--- config.mk ---
export PLATFORM = sky130hd
export DESIGN_NAME = rr_interval_heart_rate_median
export DESIGN_NICKNAME = d
export VERILOG_FILES = /design/src/rtl/core/rrhr_pkg.sv /design/src/rtl/core/rrhr_ctrl.sv /design/src/rtl/core/rrhr_dp.sv /design/src/rtl/core/rr_interval_heart_rate_median.sv
export SDC_FILE = /design/constraint.sdc
export NUM_CORES = 2
export LEC_CHECK = 0
export ABC_CLOCK_PERIOD_IN_PS = 16100
export BUFFER_PORTS_ARGS = -buffer_cell sky130_fd_sc_hd__buf_2
export CAP_MARGIN = 20
export CORE_UTILIZATION = 50
export CTS_BUF_LIST = sky130_fd_sc_hd__clkbuf_4 sky130_fd_sc_hd__clkbuf_8 sky130_fd_sc_hd__clkbuf_16
export DETAILED_ROUTE_END_ITERATION = 12
export PLACE_DENSITY = 0.78
export SLEW_MARGIN = 20
export SYNTH_ARGS = -nofsm -noshare
export SYNTH_HDL_FRONTEND = slang
export SYNTH_SLANG_ARGS = --single-unit
export TNS_END_PERCENT = 50
--- constraint.sdc ---
create_clock -name i_clk -period 16.1 [get_ports i_clk]
set_clock_uncertainty 0.1 [all_clocks]
set_input_delay 3.22 -clock i_clk [delete_from_list [all_inputs] [get_ports i_clk]]
set_output_delay 3.22 -clock i_clk [all_outputs]
set_load 0.02 [all_outputs]
--- src/rtl/core/rrhr_pkg.sv ---
// Shared types and constants for the R-R interval heart rate median block.
`default_nettype none

package rrhr_pkg;

    localparam int unsigned HISTORY_DEPTH = 7;
    localparam int unsigned FILL_W        = $clog2(HISTORY_DEPTH + 1);
    localparam int unsigned IDX_W         = (HISTORY_DEPTH > 1) ? $clog2(HISTORY_DEPTH) : 1;

    localparam int unsigned TIME_W   = 32;
    localparam int unsigned RATE_W   = 12;
    localparam int unsigned STATUS_W = 3;
    localparam int unsigned COUNT_W  = 3;
    localparam int unsigned MIN_W    = 16;
    localparam int unsigned LIMIT_W  = 4;
    localparam int unsigned BPM_W    = 8;
    localparam int unsigned NOISE_W  = 5;
    localparam int unsigned PROD_W   = BPM_W + TIME_W;

    localparam int unsigned CFG_IDX_W  = 2;
    localparam int unsigned CFG_DATA_W = 16;

    localparam logic [CFG_IDX_W-1:0] CFG_MIN_INTERVAL = 2'd0;
    localparam logic [CFG_IDX_W-1:0] CFG_NOISE_LIMIT  = 2'd1;
    localparam logic [CFG_IDX_W-1:0] CFG_LOW_RATE     = 2'd2;
    localparam logic [CFG_IDX_W-1:0] CFG_HIGH_RATE    = 2'd3;

    localparam logic [MIN_W-1:0]   MIN_INTERVAL_RST = 16'd300;
    localparam logic [LIMIT_W-1:0] NOISE_LIMIT_RST  = 4'd3;
    localparam logic [BPM_W-1:0]   LOW_RATE_RST     = 8'd30;
    localparam logic [BPM_W-1:0]   HIGH_RATE_RST    = 8'd220;

    localparam logic [STATUS_W-1:0] STS_FIRST  = 3'd0;
    localparam logic [STATUS_W-1:0] STS_ACCEPT = 3'd1;
    localparam logic [STATUS_W-1:0] STS_NOISE  = 3'd2;
    localparam logic [STATUS_W-1:0] STS_NRESET = 3'd3;
    localparam logic [STATUS_W-1:0] STS_RANGE  = 3'd4;

    // ms per minute, and the same scaled by 16 for the Q4 rate
    localparam logic [PROD_W-1:0] MS_PER_MIN = PROD_W'(60000);
    localparam int unsigned       DIV_BITS   = 20;
    localparam int unsigned       DIV_CNT_W  = $clog2(DIV_BITS);
    localparam logic [DIV_BITS-1:0] RATE_DIVIDEND = DIV_BITS'(960000);

    typedef struct packed {
        logic                in_load;
        logic                first;
        logic                noise_inc;
        logic                noise_clr;
        logic                clear_all;
        logic                mul;
        logic                div_start;
        logic                div_step;
        logic                push;
        logic                med_step;
        logic                out_load;
        logic [STATUS_W-1:0] status;
    } t_dp_cmd;

    typedef struct packed {
        logic have_peak;
        logic is_noise;
        logic noise_over;
        logic out_range;
        logic div_done;
        logic med_last;
    } t_dp_sts;

endpackage

`default_nettype wire

--- src/rtl/core/rrhr_ctrl.sv ---
// Sequencer for peak classification, rate division and median scan.
`default_nettype none

module rrhr_ctrl (
    input  wire               i_clk,
    input  wire               i_rst_n,
    input  wire               i_in_valid,
    output logic              o_in_ready,
    output logic              o_out_valid,
    input  wire               i_out_ready,
    input  wire rrhr_pkg::t_dp_sts i_sts,
    output rrhr_pkg::t_dp_cmd o_cmd
);
    import rrhr_pkg::*;

    localparam logic [2:0] ST_IDLE  = 3'd0;
    localparam logic [2:0] ST_CLASS = 3'd1;
    localparam logic [2:0] ST_MUL   = 3'd2;
    localparam logic [2:0] ST_RANGE = 3'd3;
    localparam logic [2:0] ST_DIV   = 3'd4;
    localparam logic [2:0] ST_PUSH  = 3'd5;
    localparam logic [2:0] ST_MED   = 3'd6;
    localparam logic [2:0] ST_OUT   = 3'd7;

    logic [2:0]          r_state,     n_state;
    logic [STATUS_W-1:0] r_status,    n_status;
    logic                r_out_valid, n_out_valid;

    always_comb begin
        n_state     = r_state;
        n_status    = r_status;
        n_out_valid = r_out_valid && !i_out_ready;
        o_cmd        = '0;
        o_cmd.status = r_status;
        case (r_state)
            ST_IDLE: begin
                if (i_in_valid) begin
                    o_cmd.in_load = 1'b1;
                    n_state       = ST_CLASS;
                end
            end
            ST_CLASS: begin
                if (!i_sts.have_peak) begin
                    o_cmd.first = 1'b1;
                    n_status    = STS_FIRST;
                    n_state     = ST_OUT;
                end else if (i_sts.is_noise) begin
                    o_cmd.noise_inc = 1'b1;
                    if (i_sts.noise_over) begin
                        o_cmd.clear_all = 1'b1;
                        n_status        = STS_NRESET;
                    end else begin
                        n_status = STS_NOISE;
                    end
                    n_state = ST_OUT;
                end else begin
                    o_cmd.noise_clr = 1'b1;
                    n_state         = ST_MUL;
                end
            end
            ST_MUL: begin
                o_cmd.mul = 1'b1;
                n_state   = ST_RANGE;
            end
            ST_RANGE: begin
                if (i_sts.out_range) begin
                    n_status = STS_RANGE;
                    n_state  = ST_OUT;
                end else begin
                    o_cmd.div_start = 1'b1;
                    n_state         = ST_DIV;
                end
            end
            ST_DIV: begin
                o_cmd.div_step = 1'b1;
                if (i_sts.div_done) begin
                    n_state = ST_PUSH;
                end
            end
            ST_PUSH: begin
                o_cmd.push = 1'b1;
                n_state    = ST_MED;
            end
            ST_MED: begin
                o_cmd.med_step = 1'b1;
                if (i_sts.med_last) begin
                    n_status = STS_ACCEPT;
                    n_state  = ST_OUT;
                end
            end
            ST_OUT: begin
                if (!r_out_valid || i_out_ready) begin
                    o_cmd.out_load = 1'b1;
                    n_out_valid    = 1'b1;
                    n_state        = ST_IDLE;
                end
            end
            default: begin
                n_state = ST_IDLE;
            end
        endcase
    end

    always_ff @(posedge i_clk) begin
        if (!i_rst_n) begin
            r_state     <= ST_IDLE;
            r_status    <= STS_FIRST;
            r_out_valid <= 1'b0;
        end else begin
            r_state     <= n_state;
            r_status    <= n_status;
            r_out_valid <= n_out_valid;
        end
    end

    assign o_in_ready  = (r_state == ST_IDLE);
    assign o_out_valid = r_out_valid;

endmodule

`default_nettype wire

--- src/rtl/core/rrhr_dp.sv ---
// Datapath: settings, peak state, range check, rate divider, history and median.
`default_nettype none

module rrhr_dp (
    input  wire                            i_clk,
    input  wire                            i_rst_n,
    input  wire                            i_cfg_valid,
    input  wire  [rrhr_pkg::CFG_IDX_W-1:0]  i_cfg_index,
    input  wire  [rrhr_pkg::CFG_DATA_W-1:0] i_cfg_data,
    input  wire  [rrhr_pkg::TIME_W-1:0]     i_peak_time_ms,
    input  wire  rrhr_pkg::t_dp_cmd         i_cmd,
    output rrhr_pkg::t_dp_sts              o_sts,
    output logic [rrhr_pkg::RATE_W-1:0]     o_heart_rate_q4,
    output logic [rrhr_pkg::STATUS_W-1:0]   o_status,
    output logic [rrhr_pkg::COUNT_W-1:0]    o_history_count
);
    import rrhr_pkg::*;

    logic [MIN_W-1:0]   r_min_interval;
    logic [LIMIT_W-1:0] r_noise_limit;
    logic [BPM_W-1:0]   r_low_rate;
    logic [BPM_W-1:0]   r_high_rate;

    logic                r_have_peak;
    logic [TIME_W-1:0]   r_last;
    logic [TIME_W-1:0]   r_time;
    logic [NOISE_W-1:0]  r_noise;
    logic [TIME_W-1:0]   r_interval;
    logic [PROD_W-1:0]   r_lo_prod;
    logic [PROD_W-1:0]   r_hi_prod;
    logic [DIV_BITS-1:0] r_rem;
    logic [RATE_W-1:0]   r_quo;
    logic [DIV_CNT_W-1:0] r_div_cnt;
    logic [RATE_W-1:0]   r_hist [HISTORY_DEPTH];
    logic [FILL_W-1:0]   r_fill;
    logic [IDX_W-1:0]    r_med_idx;
    logic [RATE_W-1:0]   r_median;

    logic [RATE_W-1:0]   r_o_rate;
    logic [STATUS_W-1:0] r_o_status;
    logic [FILL_W-1:0]   r_o_fill;

    logic [TIME_W-1:0]   interval;
    logic [NOISE_W-1:0]  noise_inc;
    logic [DIV_BITS:0]   rem_sh;
    logic [TIME_W-1:0]   rem_ext;
    logic [TIME_W-1:0]   rem_diff;
    logic                rem_ge;
    logic [RATE_W-1:0]   cand;
    logic [FILL_W-1:0]   cnt_lt;
    logic [FILL_W-1:0]   cnt_le;
    logic [FILL_W-1:0]   med_k;
    logic                med_hit;
    logic                hist_full;
    logic [FILL_W+2:0]   fill_ext;

    assign interval  = r_time - r_last;
    assign noise_inc = r_noise + NOISE_W'(1);

    assign rem_sh   = {r_rem, RATE_DIVIDEND[r_div_cnt]};
    assign rem_ext  = TIME_W'(rem_sh);
    assign rem_ge   = (rem_ext >= r_interval);
    assign rem_diff = rem_ext - r_interval;

    assign hist_full = (r_fill >= FILL_W'(HISTORY_DEPTH));
    assign cand      = r_hist[r_med_idx];
    assign med_k     = r_fill >> 1;

    always_comb begin
        cnt_lt = '0;
        cnt_le = '0;
        for (int j = 0; j < HISTORY_DEPTH; j++) begin
            if (FILL_W'(j) < r_fill) begin
                if (r_hist[j] < cand) begin
                    cnt_lt = cnt_lt + FILL_W'(1);
                end
                if (r_hist[j] <= cand) begin
                    cnt_le = cnt_le + FILL_W'(1);
                end
            end
        end
    end

    assign med_hit = (cnt_lt <= med_k) && (med_k < cnt_le);

    assign o_sts.have_peak  = r_have_peak;
    assign o_sts.is_noise   = (interval < TIME_W'(r_min_interval));
    assign o_sts.noise_over = (noise_inc > NOISE_W'(r_noise_limit));
    assign o_sts.out_range  = (r_interval == '0) || (r_lo_prod > MS_PER_MIN) ||
                              (r_hi_prod < MS_PER_MIN);
    assign o_sts.div_done   = (r_div_cnt == '0);
    assign o_sts.med_last   = (FILL_W'(r_med_idx) == (r_fill - FILL_W'(1)));

    // configuration
    always_ff @(posedge i_clk) begin
        if (!i_rst_n) begin
            r_min_interval <= MIN_INTERVAL_RST;
            r_noise_limit  <= NOISE_LIMIT_RST;
            r_low_rate     <= LOW_RATE_RST;
            r_high_rate    <= HIGH_RATE_RST;
        end else if (i_cfg_valid) begin
            case (i_cfg_index)
                CFG_MIN_INTERVAL: r_min_interval <= i_cfg_data[MIN_W-1:0];
                CFG_NOISE_LIMIT:  r_noise_limit  <= i_cfg_data[LIMIT_W-1:0];
                CFG_LOW_RATE:     r_low_rate     <= i_cfg_data[BPM_W-1:0];
                CFG_HIGH_RATE:    r_high_rate    <= i_cfg_data[BPM_W-1:0];
                default: begin
                end
            endcase
        end
    end

    // peak state, noise run, fill and median
    always_ff @(posedge i_clk) begin
        if (!i_rst_n) begin
            r_have_peak <= 1'b0;
            r_last      <= '0;
            r_noise     <= '0;
            r_fill      <= '0;
            r_median    <= '0;
        end else if (i_cmd.clear_all) begin
            r_have_peak <= 1'b0;
            r_last      <= '0;
            r_noise     <= '0;
            r_fill      <= '0;
            r_median    <= '0;
        end else begin
            if (i_cmd.first) begin
                r_have_peak <= 1'b1;
                r_last      <= r_time;
            end
            if (i_cmd.noise_inc) begin
                r_noise <= noise_inc;
            end
            if (i_cmd.noise_clr) begin
                r_noise <= '0;
            end
            if (i_cmd.push) begin
                r_last <= r_time;
                if (!hist_full) begin
                    r_fill <= r_fill + FILL_W'(1);
                end
            end
            if (i_cmd.med_step && med_hit) begin
                r_median <= cand;
            end
        end
    end

    // payload registers
    always_ff @(posedge i_clk) begin
        if (i_cmd.in_load) begin
            r_time <= i_peak_time_ms;
        end
        if (i_cmd.noise_clr) begin
            r_interval <= interval;
        end
        if (i_cmd.mul) begin
            r_lo_prod <= PROD_W'(r_low_rate) * PROD_W'(r_interval);
            r_hi_prod <= PROD_W'(r_high_rate) * PROD_W'(r_interval);
        end
        if (i_cmd.div_start) begin
            r_rem     <= '0;
            r_quo     <= '0;
            r_div_cnt <= DIV_CNT_W'(DIV_BITS - 1);
        end else if (i_cmd.div_step) begin
            r_rem     <= rem_ge ? rem_diff[DIV_BITS-1:0] : rem_sh[DIV_BITS-1:0];
            r_quo     <= {r_quo[RATE_W-2:0], rem_ge};
            r_div_cnt <= r_div_cnt - DIV_CNT_W'(1);
        end
        if (i_cmd.push) begin
            r_med_idx <= '0;
            if (hist_full) begin
                for (int j = 0; j < HISTORY_DEPTH - 1; j++) begin
                    r_hist[j] <= r_hist[j+1];
                end
                r_hist[HISTORY_DEPTH-1] <= r_quo;
            end else begin
                r_hist[r_fill[IDX_W-1:0]] <= r_quo;
            end
        end else if (i_cmd.med_step) begin
            r_med_idx <= r_med_idx + IDX_W'(1);
        end
        if (i_cmd.out_load) begin
            r_o_rate   <= r_median;
            r_o_status <= i_cmd.status;
            r_o_fill   <= r_fill;
        end
    end

    assign fill_ext        = {3'b000, r_o_fill};
    assign o_heart_rate_q4 = r_o_rate;
    assign o_status        = r_o_status;
    assign o_history_count = fill_ext[COUNT_W-1:0];

endmodule

`default_nettype wire

--- src/rtl/core/rr_interval_heart_rate_median.sv ---
// Top level of the R-R interval heart rate median filter.
// A kept peak runs through the 20-step restoring rate divider and then the
// one-entry-per-cycle median scan over the history; first, noise, noise-reset
// and out-of-range peaks skip both. A new peak is taken only in the idle state,
// once the last result is loaded; a result waits in the output register.
// Reset: synchronous active low; clears peak state, history fill and median,
// and loads the register defaults.
`default_nettype none

module rr_interval_heart_rate_median (
    input  wire                            i_clk,
    input  wire                            i_rst_n,
    input  wire                            i_cfg_valid,
    output logic                           o_cfg_ready,
    input  wire  [rrhr_pkg::CFG_IDX_W-1:0]  i_cfg_index,
    input  wire  [rrhr_pkg::CFG_DATA_W-1:0] i_cfg_data,
    input  wire                            i_in_valid,
    output logic                           o_in_ready,
    input  wire  [rrhr_pkg::TIME_W-1:0]     i_peak_time_ms,
    output logic                           o_out_valid,
    input  wire                            i_out_ready,
    output logic [rrhr_pkg::RATE_W-1:0]     o_heart_rate_q4,
    output logic [rrhr_pkg::STATUS_W-1:0]   o_status,
    output logic [rrhr_pkg::COUNT_W-1:0]    o_history_count
);
    import rrhr_pkg::*;

    t_dp_cmd cmd;
    t_dp_sts sts;

    assign o_cfg_ready = 1'b1;

    rrhr_ctrl u_ctrl (
        .i_clk       (i_clk),
        .i_rst_n     (i_rst_n),
        .i_in_valid  (i_in_valid),
        .o_in_ready  (o_in_ready),
        .o_out_valid (o_out_valid),
        .i_out_ready (i_out_ready),
        .i_sts       (sts),
        .o_cmd       (cmd)
    );

    rrhr_dp u_dp (
        .i_clk           (i_clk),
        .i_rst_n         (i_rst_n),
        .i_cfg_valid     (i_cfg_valid),
        .i_cfg_index     (i_cfg_index),
        .i_cfg_data      (i_cfg_data),
        .i_peak_time_ms  (i_peak_time_ms),
        .i_cmd           (cmd),
        .o_sts           (sts),
        .o_heart_rate_q4 (o_heart_rate_q4),
        .o_status        (o_status),
        .o_history_count (o_history_count)
    );

endmodule

`default_nettype wire

==> metrics.yaml <==
syn_to_final_growth_pct: 8.15
hold_start: "u_ctrl.r_status[0]"
p_per_area_nw_per_um2: 143
power.leakage_nw: 17.0
clock_path_buffers: 3
layout_commonest_cell: "nand2_1"
ys_async_sr_fraction_pct: 0
slowest_delay_ps: 880
hold_class: "flop to flop"
power.share.switching_pct: 40.3
insertion_delay_ps: 610
synth.avg_cell_area_um2: 9.50
switchingPower_mw: 2.22
drv_slew: 0
tns_ps: 0
seq_area_frac_synth_pct: 29.1
ys.flop_type: "edfxtp_1"
grtUsageTotal_pct: 24.4
syn_inst: 3760
overflow: 0
yosysWarnings: 0
cts_resized: 0
drv_cap: 0
internal-power_mw: 3.30
cts_buffers: 44
fin_util_pct: 54.9
crit_path_frequent_cell: "ha_1"
dieHeight_um: 269
grt_antenna_before_repair: 0
cp_top_family: "multiplexers"
syn_area_um2: 35700
htreeDepth: 2
root_buffer: "clkbuf_16"
endpoint_kind: "flop"
hold_viol: 0
synthDistinctLibCells: 85
power_frac_seq_pct: 26.9
cts.clk_slew.worst_paths_ps: 70
cts.sinks: 393
p_clk_share_pct: 19.5
cts_setup_buffers: 0
grt_pass1_vias: 27500
layout_common_cells: "596 x nand2_1, 463 x inv_1, 361 x fa_1"
nets: 4477
via_per_inst: 5.67
timing.final.crit_period_ps: 8680
critPathLaunchType: "flop"
dr.pass1.iters: 6
grt_first_pass_wirelength_um: 143000
grt_max_degree: 76
via_count: 26900
cp_num_buf_inv: 2
cts_tree: "built"
io_pins: 76
drc: 0
cp_max_fo: 23
io_buffers: 74
peakVddDrop_v: 0.0000932
setup_viol: 0
cp.arrival_ps: 9060
wl_per_cell_um: 18.4
drt_wl_total_um: 87200
status: "finished clean"
power_frac_comb_pct: 53.6
rsz0062_at_grt: "no"
cp_slowest_cell: "o21ai_2"
maxSlewHeadroom_pct: 24.0
crit_required_ps: 16480
postCtsHoldBufs: 0
synth-seq-cells: 393
dp_hpwl_um: 63700
rows: 97
drive_gt1_share_pct: 7.47
die_area_um2: 72500
critical_path_class: "flop to flop"
floorplan.die.width_um: 269
start_util_pct: 50.7
worst_slew_pin_slew_ps: 1140
drt_iter0_drc: 2150
synth_edf_count: 253
fin_crit_sh_pct: 53.9
postRouteAntennaNets: 0
worst-r2r-setup-slack_ps: 7420
antenna_cells: 0
core_area_um2: 70400
gp_congestion: 0.906
fmax_mhz: 115
==> worst paths after layout <==
| kind | endpoint | depth (start not counted) |
|---|---|---|
| max | u_dp.r_median[0] | 30 |
| min | u_dp.o_status[0] | 0 |
| max reg2reg | u_dp.r_median[0] | 30 |
| min reg2reg | u_dp.o_status[0] | 0 |
==> cell type report <==
class,instances,area (µm²)
Fill cell,6067,31800
Multi-Input combinational cell,2749,23100
Timing Repair Buffer,115,686
Clock buffer,53,1210
Tap cell,940,1180
Inverter,464,1740
Sequential cell,393,10400
Clock inverter,29,355
==> metal layers <==
metal,wire length (µm),vias up,GRT usage [%]
li1,-,12500,-
met1,36900,13200,33.4
met2,40700,1071,39.9
met3,7470,142,3.84
met4,2220,0,7.09
met5,0,-,0
==> registers in the layout, summed over array words and instances (netlist names), 4 cells and up, named ones only <==
signal	flops
u_dp.r_hi_prod	35
u_dp.r_interval	32
u_dp.r_quo	12
u_dp.r_div_cnt	5
u_dp.r_noise	5
u_dp.r_low_rate	8
u_dp.r_lo_prod	40
u_dp.r_hist	96
u_dp.r_high_rate	8
u_dp.r_min_interval	16
u_dp.r_last	32
u_dp.o_heart_rate_q4	12
u_dp.r_noise_limit	4
u_dp.r_rem	20
u_dp.r_median	12
u_dp.r_time	32
==> cells by family after synthesis <==
kind of cell               Yosys count  share of synthesized area, %
and+or+nand+nor                   1271                          16.7
xor gates and xnor gates           131                          3.27
DFF                                393                          29.1
buffers and inverters              629                          6.67
muxes                               86                          3.31
adders and majority gates          655                          30.5
other                                2                        0.0210
AOI/OAI and AO/OA                  593                          10.4
==> synth_stat cells, drive strengths merged (60+ instances only) <==
master	count	area share, %
nand2	596	6.3
inv	464	4.9
fa	361	20
ha	294	10
a21oi	253	3.6
edfxtp	253	21
and2	221	3.9
nor2	178	1.9
clkbuf	148	1.6
dfxtp	140	7.8
o21ai	92	1.3
xnor2	86	2.1
a21o	60	1.3
==> per-stage QoR <==
stage	instances	cell area [µm²]	hold WS (ps)	power, mW	worst slack, ps
after global placement	4660	37000	316	4.35	7720
after global routing	4743	38600	355	5.98	6730
after detailed placement	4661	37100	325	4.43	7570
after floorplan	3771	35800	308	3.79	8570
final	4743	38600	341	5.52	7420
after CTS	4743	38600	339	5.53	7520
==> power by group through the flow <==
stage / combinational (mW) / clock [mW] / sequential, mW
2_1_floorplan: 2.35 / 0 / 1.45
3_3_place_gp: 2.85 / 0 / 1.50
3_5_place_dp: 2.92 / 0 / 1.50
4_1_cts: 2.96 / 1.09 / 1.48
5_1_grt: 3.35 / 1.13 / 1.50
6_report: 2.96 / 1.08 / 1.49
No activity file was read; power rests on OpenSTA's default activity.
